<file path="config.mk">
export PLATFORM = sky130hd
export DESIGN_NAME = cartridge_real_time_clock
export DESIGN_NICKNAME = d
export VERILOG_FILES = /design/src/hw/rtl/crtc_pkg.sv /design/src/hw/rtl/cartridge_real_time_clock.sv /design/src/hw/rtl/crtc_core.sv
export VERILOG_INCLUDE_DIRS = /design/src /design/src/hw/rtl
export SDC_FILE = /design/constraint.sdc
export NUM_CORES = 1
export LEC_CHECK = 0
export BUFFER_PORTS_ARGS = -buffer_cell sky130_fd_sc_hd__buf_4
export CELL_PAD_IN_SITES_DETAIL_PLACEMENT = 0
export CELL_PAD_IN_SITES_GLOBAL_PLACEMENT = 1
export CORE_MARGIN = 3
export CORE_UTILIZATION = 40
export DETAILED_ROUTE_END_ITERATION = 10
export GPL_ROUTABILITY_DRIVEN = 0
export GPL_TIMING_DRIVEN = 0
export PLACE_DENSITY_LB_ADDON = 0.1
export SLEW_MARGIN = 10
export SYNTH_ARGS = -nofsm -noshare
export SYNTH_HDL_FRONTEND = slang
export SYNTH_SLANG_ARGS = --single-unit
export TNS_END_PERCENT = 20
</file>
<file path="constraint.sdc">
create_clock -name i_clk -period 8.3 [get_ports i_clk]
set_input_delay 1.66 -clock i_clk [delete_from_list [all_inputs] [get_ports i_clk]]
set_output_delay 1.66 -clock i_clk [all_outputs]
set_load 0.02 [all_outputs]
</file>
<file path="src/hw/rtl/cartridge_real_time_clock_assert.svh">
// Assertion helpers for the cartridge clock. Expects i_clk and i_rst_n in scope.
`ifndef CARTRIDGE_REAL_TIME_CLOCK_ASSERT_SVH
`define CARTRIDGE_REAL_TIME_CLOCK_ASSERT_SVH

// Condition holds at every edge out of reset.
`define CRTC_ASSERT_ALWAYS(label, cond) \
    label: assert property (@(posedge i_clk) disable iff (!i_rst_n) (cond)) \
        else $error("crtc invariant violated");

// Antecedent at one edge implies consequent at the next edge.
`define CRTC_ASSERT_NEXT(label, ante, cons) \
    label: assert property (@(posedge i_clk) disable iff (!i_rst_n) (ante) |=> (cons)) \
        else $error("crtc next-cycle check failed");

`endif

</file>
<file path="src/hw/rtl/crtc_pkg.sv">
`default_nettype none

package crtc_pkg;

    // item operation codes
    localparam logic [1:0] MODE_TICK  = 2'd0;
    localparam logic [1:0] MODE_LATCH = 2'd1;
    localparam logic [1:0] MODE_REGWR = 2'd2;

    // clock register selects
    localparam logic [3:0] SEL_SECONDS = 4'd8;
    localparam logic [3:0] SEL_MINUTES = 4'd9;
    localparam logic [3:0] SEL_HOURS   = 4'd10;
    localparam logic [3:0] SEL_DAYS    = 4'd11;
    localparam logic [3:0] SEL_FLAGS   = 4'd12;

    localparam int FLAG_DAY_HI = 0;
    localparam int FLAG_STOP   = 6;
    localparam int FLAG_OVF    = 7;

    localparam int SECS_PER_MIN  = 60;
    localparam int MINS_PER_HOUR = 60;
    localparam int HOURS_PER_DAY = 24;
    localparam int DAYS_PER_WRAP = 365;

    typedef struct packed {
        logic [1:0] mode;
        logic [7:0] data;
        logic [3:0] reg_select;
    } t_in;

    typedef struct packed {
        logic [7:0] latched_seconds;
        logic [7:0] latched_minutes;
        logic [7:0] latched_hours;
        logic [8:0] latched_days;
        logic [7:0] latched_flags;
    } t_out;

    // byte mod 60 by three conditional subtracts
    function automatic logic [5:0] mod60_u8(input logic [7:0] v);
        logic [7:0] r;
        r = v;
        if (r >= 8'd240) r = r - 8'd240;
        if (r >= 8'd120) r = r - 8'd120;
        if (r >= 8'd60)  r = r - 8'd60;
        return r[5:0];
    endfunction

    // byte mod 24 by four conditional subtracts
    function automatic logic [4:0] mod24_u8(input logic [7:0] v);
        logic [7:0] r;
        r = v;
        if (r >= 8'd192) r = r - 8'd192;
        if (r >= 8'd96)  r = r - 8'd96;
        if (r >= 8'd48)  r = r - 8'd48;
        if (r >= 8'd24)  r = r - 8'd24;
        return r[4:0];
    endfunction

    // 9-bit value is below twice 365, so one subtract is enough
    function automatic logic [8:0] mod365_u9(input logic [8:0] v);
        logic [8:0] r;
        r = v;
        if (r >= 9'(DAYS_PER_WRAP)) r = r - 9'(DAYS_PER_WRAP);
        return r;
    endfunction

endpackage

`default_nettype wire

</file>
<file path="src/hw/rtl/cartridge_real_time_clock.sv">
// Cartridge real-time clock with latched register bank.
// Input channel (i_in_valid / o_in_ready / i_in_data): one beat is a tick,
// a latch port write or a clock register write, chosen by mode.
// Output channel (o_out_valid / i_out_ready / o_out_data): one beat per
// input beat, carrying the latched bank as it stands after that item.
// An accepted input beat passes through the input register, then the
// update into the state/bank registers (which also serve as the result
// register).
// Throughput: one beat per cycle unless the output stalls; every item is
// one combinational counter-cascade update, input register to state.
// Receiver stall: the result holds; the input register still takes one
// more beat, then o_in_ready drops until the output drains.
// Reset (i_rst_n low at a clock edge): all time fields, flags, the latch
// edge memory and the bank clear to zero, both stages empty.
`default_nettype none

module cartridge_real_time_clock #(
    parameter int TICKS_PER_SECOND = 60
) (
    input  wire logic           i_clk,
    input  wire logic           i_rst_n,
    input  wire logic           i_in_valid,
    output logic                o_in_ready,
    input  wire crtc_pkg::t_in  i_in_data,
    output logic                o_out_valid,
    input  wire logic           i_out_ready,
    output crtc_pkg::t_out      o_out_data
);

    logic          r_in_valid;
    crtc_pkg::t_in r_in_data;
    logic          r_out_valid;
    logic          w_adv;

    assign w_adv      = !r_out_valid || i_out_ready;
    assign o_in_ready = !r_in_valid || w_adv;

    always_ff @(posedge i_clk) begin
        if (!i_rst_n) begin
            r_in_valid  <= 1'b0;
            r_out_valid <= 1'b0;
        end else begin
            if (i_in_valid && o_in_ready) begin
                r_in_valid <= 1'b1;
            end else if (w_adv) begin
                r_in_valid <= 1'b0;
            end
            if (w_adv) begin
                r_out_valid <= r_in_valid;
            end
        end
    end

    always_ff @(posedge i_clk) begin
        if (i_in_valid && o_in_ready) begin
            r_in_data <= i_in_data;
        end
    end

    crtc_core #(
        .TICKS_PER_SECOND(TICKS_PER_SECOND)
    ) u_core (
        .i_clk  (i_clk),
        .i_rst_n(i_rst_n),
        .i_en   (r_in_valid && w_adv),
        .i_item (r_in_data),
        .o_bank (o_out_data)
    );

    assign o_out_valid = r_out_valid;

endmodule

`default_nettype wire

</file>
<file path="src/hw/rtl/crtc_core.sv">
`default_nettype none

module crtc_core #(
    parameter int TICKS_PER_SECOND = 60
) (
    input  wire logic          i_clk,
    input  wire logic          i_rst_n,
    input  wire logic          i_en,
    input  wire crtc_pkg::t_in i_item,
    output crtc_pkg::t_out     o_bank
);

    `include "cartridge_real_time_clock_assert.svh"

    localparam logic [5:0] TPS = 6'(TICKS_PER_SECOND);

    logic [5:0] r_tick, n_tick;
    logic [5:0] r_sec,  n_sec;
    logic [5:0] r_min,  n_min;
    logic [4:0] r_hour, n_hour;
    logic [8:0] r_days, n_days;
    logic [7:0] r_flags, n_flags;
    logic       r_prev_latch, n_prev_latch;
    crtc_pkg::t_out r_bank, n_bank;

    always_comb begin
        n_tick       = r_tick;
        n_sec        = r_sec;
        n_min        = r_min;
        n_hour       = r_hour;
        n_days       = r_days;
        n_flags      = r_flags;
        n_prev_latch = r_prev_latch;
        n_bank       = r_bank;
        case (i_item.mode)
            crtc_pkg::MODE_TICK: begin
                if (!r_flags[crtc_pkg::FLAG_STOP]) begin
                    n_tick = r_tick + 6'd1;
                    if (n_tick >= TPS) begin
                        n_tick = '0;
                        if (r_sec < 6'(crtc_pkg::SECS_PER_MIN - 1)) begin
                            n_sec = r_sec + 6'd1;
                        end else begin
                            n_sec = '0;
                            if (r_min < 6'(crtc_pkg::MINS_PER_HOUR - 1)) begin
                                n_min = r_min + 6'd1;
                            end else begin
                                n_min = '0;
                                if (r_hour < 5'(crtc_pkg::HOURS_PER_DAY - 1)) begin
                                    n_hour = r_hour + 5'd1;
                                end else begin
                                    n_hour = '0;
                                    if (r_days < 9'(crtc_pkg::DAYS_PER_WRAP - 1)) begin
                                        n_days = r_days + 9'd1;
                                    end else begin
                                        n_days = '0;
                                        n_flags[crtc_pkg::FLAG_OVF] = 1'b1;
                                    end
                                end
                            end
                        end
                    end
                end
            end
            crtc_pkg::MODE_LATCH: begin
                n_prev_latch = i_item.data[0];
                // copy on a rising bit 0 only
                if (i_item.data[0] && !r_prev_latch) begin
                    n_bank.latched_seconds = 8'(r_sec);
                    n_bank.latched_minutes = 8'(r_min);
                    n_bank.latched_hours   = 8'(r_hour);
                    n_bank.latched_days    = r_days;
                    n_bank.latched_flags   = r_flags;
                end
            end
            crtc_pkg::MODE_REGWR: begin
                case (i_item.reg_select)
                    crtc_pkg::SEL_SECONDS: begin
                        n_bank.latched_seconds = i_item.data;
                        n_sec = crtc_pkg::mod60_u8(i_item.data);
                    end
                    crtc_pkg::SEL_MINUTES: begin
                        n_bank.latched_minutes = i_item.data;
                        n_min = crtc_pkg::mod60_u8(i_item.data);
                    end
                    crtc_pkg::SEL_HOURS: begin
                        n_bank.latched_hours = i_item.data;
                        n_hour = crtc_pkg::mod24_u8(i_item.data);
                    end
                    crtc_pkg::SEL_DAYS: begin
                        n_bank.latched_days = 9'(i_item.data);
                        n_days = crtc_pkg::mod365_u9({r_days[8], i_item.data});
                    end
                    crtc_pkg::SEL_FLAGS: begin
                        n_bank.latched_flags = i_item.data;
                        n_flags = i_item.data;
                        n_days = crtc_pkg::mod365_u9(
                            {i_item.data[crtc_pkg::FLAG_DAY_HI], r_days[7:0]});
                    end
                    default: begin
                    end
                endcase
            end
            default: begin
            end
        endcase
    end

    always_ff @(posedge i_clk) begin
        if (!i_rst_n) begin
            r_tick       <= '0;
            r_sec        <= '0;
            r_min        <= '0;
            r_hour       <= '0;
            r_days       <= '0;
            r_flags      <= '0;
            r_prev_latch <= 1'b0;
            r_bank       <= '0;
        end else if (i_en) begin
            r_tick       <= n_tick;
            r_sec        <= n_sec;
            r_min        <= n_min;
            r_hour       <= n_hour;
            r_days       <= n_days;
            r_flags      <= n_flags;
            r_prev_latch <= n_prev_latch;
            r_bank       <= n_bank;
        end
    end

    assign o_bank = r_bank;

    `CRTC_ASSERT_ALWAYS(a_tick_range, r_tick < TPS)
    `CRTC_ASSERT_ALWAYS(a_time_range,
        (r_sec < 6'(crtc_pkg::SECS_PER_MIN)) && (r_min < 6'(crtc_pkg::MINS_PER_HOUR)))
    `CRTC_ASSERT_ALWAYS(a_day_range,
        (r_hour < 5'(crtc_pkg::HOURS_PER_DAY)) && (r_days < 9'(crtc_pkg::DAYS_PER_WRAP)))
    `CRTC_ASSERT_NEXT(a_latch_edge_hold,
        !(i_en && (i_item.mode == crtc_pkg::MODE_LATCH)), $stable(r_prev_latch))

endmodule

`default_nettype wire

</file>
Word-level counts from Yosys, hierarchy flattened. Index checks and enable logic that the tools add are counted.

Register bits after elaboration: 98. Output and inout port bits: 43.

Order comparisons: 16. Muxes and demuxes: 69. Reductions and logical operators: 26. Equal/unequal tests: 22. Bitwise gates (word level): 1. $add $sub $neg: 16.

Operators with widths (count): two-way mux 8 bit (25); case mux 41 bit (2 select lines) (1); two-way mux 9 bit (9); two-way mux 6 bit (12); two-way mux 41 bit (1); case mux 9 bit (2 select lines) (2); two-way mux 5 bit (7); AND reduction 9 bit (3); >= comparator 8 x 6 -> 1 bit, second input constant (3); >= comparator 8 x 7 -> 1 bit, second input constant (3); case mux 6 bit (2 select lines) (2); subtractor 8 x 7 -> 8 bit, second input constant (3); == test 4 bit, second input constant (5); inequality test 2 bit, second input constant (10); AND reduction 4 bit (5); adder 6 x 1 -> 6 bit, second input constant (3); >= comparator 9 bit, second input constant (2); subtractor 9 bit, second input constant (2); >= comparator 8 bit, second input constant (2); subtractor 8 bit, second input constant (2); less-than comparator 6 bit, second input constant (2); subtractor 6 bit, second input constant (2); case mux 5 bit (2 select lines) (1); adder 9 x 1 -> 9 bit, second input constant (1); other kinds (25) (42).

Longest topological paths before layout.
Depth after elaboration: 16. Gate-level depth with buffers: 16.

Cells and area by module. Synthesis repeated with hierarchy kept, for this count alone.

Cell total of the unflattened synthesis: 736. Area, all modules: 5869.4 µm².

Modules (own cells, without submodules): crtc_core (times used 1, cells an instance 713, area an instance 5345.1 µm²); cartridge_real_time_clock (times used 1, cells an instance 23, area an instance 524.3 µm²).

Worst setup path after synthesis. Ideal clock, no wire load.

Path kind: register to register. From: reg r_in_data[4] (netlist bit). To: reg u_core.r_min[3]. Buffers on the path: 1. Data arrival time: 3.667 ns. Setup slack: 4.563 ns. Clock period less this slack: 3.737 ns. Cell stages (with the launch flop): 17. Data required time: 8.230 ns. Setup time: 0.070 ns. Cells stage by stage: edfxtp_1 buf_6 nor4_1 a21oi_1 o31ai_1 o21ai_0 ha_1 and3b_1 a32oi_1 o21ai_0 mux2i_1 ha_1 inv_1 a211oi_1 a211oi_1 a211o_1 a21oi_1.

Cells in the longest elaborated chain, start to end: 12.

RTL lines: from (decl) (RTL line cartridge_real_time_clock.sv:31) `crtc_pkg::t_in r_in_data;`; from (signal assigned) (RTL line cartridge_real_time_clock.sv:56) `r_in_data <= i_in_data;`; subtractor 8 bit or >= comparator 8 bit (tied branches) (RTL line crtc_pkg.sv:44) `if (r >= 8'd240) r = r - 8'd240;`; two-way mux 8 bit * (RTL line crtc_pkg.sv:44); two-way mux 8 bit * (RTL line crtc_core.sv:77) `case (i_item.reg_select)`; two-way mux 8 bit * (RTL line crtc_core.sv:35) `case (i_item.mode)`; subtractor 8 x 7 -> 8 bit or >= comparator 8 x 7 -> 1 bit (tied branches) (RTL line crtc_pkg.sv:45) `if (r >= 8'd120) r = r - 8'd120;`; two-way mux 8 bit * (RTL line crtc_pkg.sv:45); two-way mux 8 bit * (RTL line crtc_core.sv:77); two-way mux 8 bit * (RTL line crtc_core.sv:35); >= comparator 8 x 6 -> 1 bit or subtractor 6 bit (tied branches) (RTL line crtc_pkg.sv:46) `if (r >= 8'd60) r = r - 8'd60;`; two-way mux 6 bit * (RTL line crtc_pkg.sv:46); two-way mux 6 bit * (RTL line crtc_core.sv:77); case mux 6 bit (2 select lines) * (RTL line crtc_core.sv:35); to (signal assigned) (RTL line crtc_core.sv:122) `r_min <= n_min;`; to (decl) (RTL line crtc_core.sv:19) `logic [5:0] r_min, n_min;`.

Every way passes the cells marked *; elsewhere a longest branch is shown, timed or not. The select of a mux whose other input is x is not followed. A chain may end at the register's enable or synchronous reset.

Worst setup path after layout. Ends and elaborated chain as after synthesis.

==> flow_summary.yaml <==
setup_path:
  crit_start: "r_in_data[4]"
  cp-end-kind: "flip-flop"
  crit_cells: 16
  worstPathMaxFanout: 9
  critPathLaunchType: "flip-flop"
  slowest_stage: "nor4_1"
  crit_required_ns: 8.58
  arrival_ns: 5.04
  r2r_start: "r_in_data[4]"
  r2r_slack_ns: 3.54
  timing.rr.end: "u_core.r_min[3]"
  rr_worst_depth: 16
  crit_family: "compound AO/OA/AOI/OAI gates"
  slowest_delay_ns: 0.83
  crit_buf_inv: 2
  worstSetupPathType: "reg -> reg"
  cp_cell_sequence: "buf_6 > nor4_1 > a21oi_1 > o31ai_1 > o21ai_0 > ha_1 > and3b_1 > a32oi_1 > o21ai_0 > mux2i_1 > ha_1 > inv_1 > a211oi_1 > a211oi_1 > a211o_1 > a21oi_1"
  cp-endpoint: "u_core.r_min[3]"
sta:
  setup_viol: 0
  period_needed_ns: 4.76
  rsz0062_at_grt: "false"
  fin_hold_ws_ns: 0.458
  fin_crit_sh_pct: 57.3
  fmax_mhz: 210
  hold_viol_final: 0
  fin_skew_ns: 0.0103
  worst_pin_slew_ns: 0.962
  fin_tns_setup_ns: 0
  relSlewSlack_pct: 35.3
  slew_violations: 0
yosys:
  synth.area.mux_share_pct: 2.06
  synth_compound_area_share_pct: 28.1
  synthFlopType: "dfxtp_1"
  ys_seq_area_share_pct: 36.1
  synth.ff_latch_count: 98
  synth-xor-area-share_pct: 1.95
  synthSimpleGateAreaFrac_pct: 22.0
  yosys_warnings: 0
  avgSynthCellArea_um2: 7.72
  async_reset_ff_share_pct: 0
  syn_inst: 755
  synth_top_family_by_area: "compound AO/OA/AOI/OAI gates"
  synthDistinctLibCells: 67
  synthAdderAreaFrac_pct: 4.47
  synth_edf_count: 14
  mappedNetlistArea_um2: 5830
  syn_nets: 793
drt:
  drt_wl_total_mm: 19.2
  vias: 6039
  ant_nets: 0
  drtIter0Drc: 533
  drc: 0
  viasPerCell: 5.97
  firstDrtPassIters: 5
  wire_per_inst_um: 19.0
floorplanning:
  dieArea_um2: 16100
  chipWidth_um: 127
  die_y_um: 127
  rows: 43
  start_util_pct: 41.5
  boundaryPins: 61
  core-area_um2: 14000
cts:
  cts_made_buffers: 9
  post_cts_resized: 0
  clkSlewWorstSetupHoldPaths_ns: 0.07
  cts.sinks: 98
  cts-htree-levels: 3
  cts-hold-fix-buffers: 0
  cts_tree: "done"
  clock_path_buffers: 2
  clkLatencyLatePin_ns: 0.35
  cts_setup_buffers: 0
  root_buffer: "clkbuf_16"
placement:
  dpl-instance-area_um2: 6500
  dp_hpwl_mm: 14.2
  port_buffers: 60
finish:
  mostFrequentLayoutCells: "93 x a21oi_1, 88 x nor2_1, 84 x dfxtp_1"
  nets: 864
  layout_commonest_cell: "a21oi_1"
  fillers: 1406
  num_antenna_cells: 0
  area_growth_syn_to_layout_pct: 16.5
  drive_above_1_share_pct: 10.7
  fin_area_um2: 6790
hold_path:
  hp-class: "reg -> reg"
global_route:
  grt_overflow: 0
  grt_usage_pct: 23.9
  first_global_vias: 5573
  grt_max_degree: 17
  grt_pass1_wl_mm: 30.6
  grt_antenna_before_repair: 0
power_and_ir_drop:
  powerDensity_nw_per_um2: 156
  power.leakage_nw: 2.56
  vdd_drop_max_uv: 88.8
  power.total_mw: 1.06
run:
  maxCapViolCount: 0
outcome:
  status: "finished clean"
==> how the worst min path moves through the flow <==
| stage | startpoint | endpoint | slack, ns | depth (start not counted) |
|---|---|---|---|---|
| floorplan | u_core.r_tick[5] | u_core.r_tick[5] | 0.43 | 1 |
| global placement | u_core.o_bank[22] | u_core.o_bank[22] | 0.45 | 2 |
| detailed placement | u_core.o_bank[31] | u_core.o_bank[31] | 0.45 | 2 |
| CTS | u_core.o_bank[31] | u_core.o_bank[31] | 0.46 | 2 |
| global route | u_core.o_bank[22] | u_core.o_bank[22] | 0.48 | 2 |
| finish | u_core.o_bank[31] | u_core.o_bank[31] | 0.46 | 2 |
==> sequential cells by signal, summed over array words and instances (netlist names) <==
name	cells
u_core.r_tick	6
u_core.r_flags	8
u_core.r_prev_latch	1
r_in_valid	1
u_core.r_sec	6
u_core.r_min	6
r_in_data	14
u_core.o_bank	41
o_out_valid	1
u_core.r_hour	5
u_core.r_days	9
==> worst reg2reg max path: cells and delay by family, from the launching register on <==
| family | cells | cell delay [ns] |
|---|---|---|
| buffers and inverters | 2 | 0.21 |
| adders and majority gates | 2 | 0.51 |
| AOI/OAI and AO/OA | 9 | 2.15 |
| DFF | 1 | 0.44 |
| muxes | 1 | 0.37 |
| and+or+nand+nor | 2 | 1.02 |
==> power breakdown <==
part / internal (mW) / switching [mW] / leakage (nW)
clock: 0.221 / 0.188 / 0.148
sequential: 0.491 / 0.00867 / 0.815
combinational: 0.0502 / 0.104 / 1.60
==> kinds of logic after synthesis <==
logic type	Yosys count
flops	98
fa+ha+maj	21
buf+inv	80
mux	12
compound gates	258
simple gates	273
xor+xnor	13
==> synth_stat cells, types with 6 or more instances <==
master,instances,area (um2)
ha_1,20,250
a211oi_1,13,97.6
mux2i_1,12,120
o21ai_0,46,230
dfxtp_1,84,1680
and3_1,9,56.3
nand3b_1,8,60.1
nor3_1,13,65.1
o22ai_1,9,56.3
nor2_1,88,330
and2_1,7,43.8
a31oi_1,12,75.1
or2_2,6,37.5
nand3_1,20,100
nor2b_1,6,37.5
nand4_1,10,62.6
xnor2_1,8,70.1
nand2b_1,7,43.8
a21oi_1,93,465
nand2_1,79,297
edfxtp_1,14,420
o211ai_1,10,75.1
inv_1,28,105
clkbuf_1,46,173
a311oi_1,13,114
==> routing by layer <==
layer	up-vias	share of wire [%]	GRT usage, %
met5	-	0	0
met4	0	2.1	6.94
met3	31	6.0	3.66
met2	227	45	37.9
met1	2879	47	33.7
li1	2902	-	-
==> stage by stage <==
step / std cells / worst slack (ns) / util (%)
2_1_floorplan: 755 / 4.56 / -
3_3_place_gp: 995 / 3.74 / 46.3
3_5_place_dp: 995 / 3.76 / 46.3
4_1_cts: 1011 / 3.74 / 48.4
5_1_grt: 1011 / 3.14 / 48.4
6_report: 1011 / 3.54 / 48.4
==> cell type report <==
class / count / area [um2] / share of cell area [%]
Multi-Input combinational cell: 577 / 3410 / 50.3
Sequential cell: 98 / 2100 / 31.0
Timing Repair Buffer: 60 / 450 / 6.63
Clock buffer: 10 / 250 / 3.69
Tap cell: 180 / 225 / 3.32
Buffer: 52 / 206 / 3.04
Inverter: 28 / 105 / 1.55
Clock inverter: 6 / 37.5 / 0.553
No activity file was read; power rests on OpenSTA's default activity.
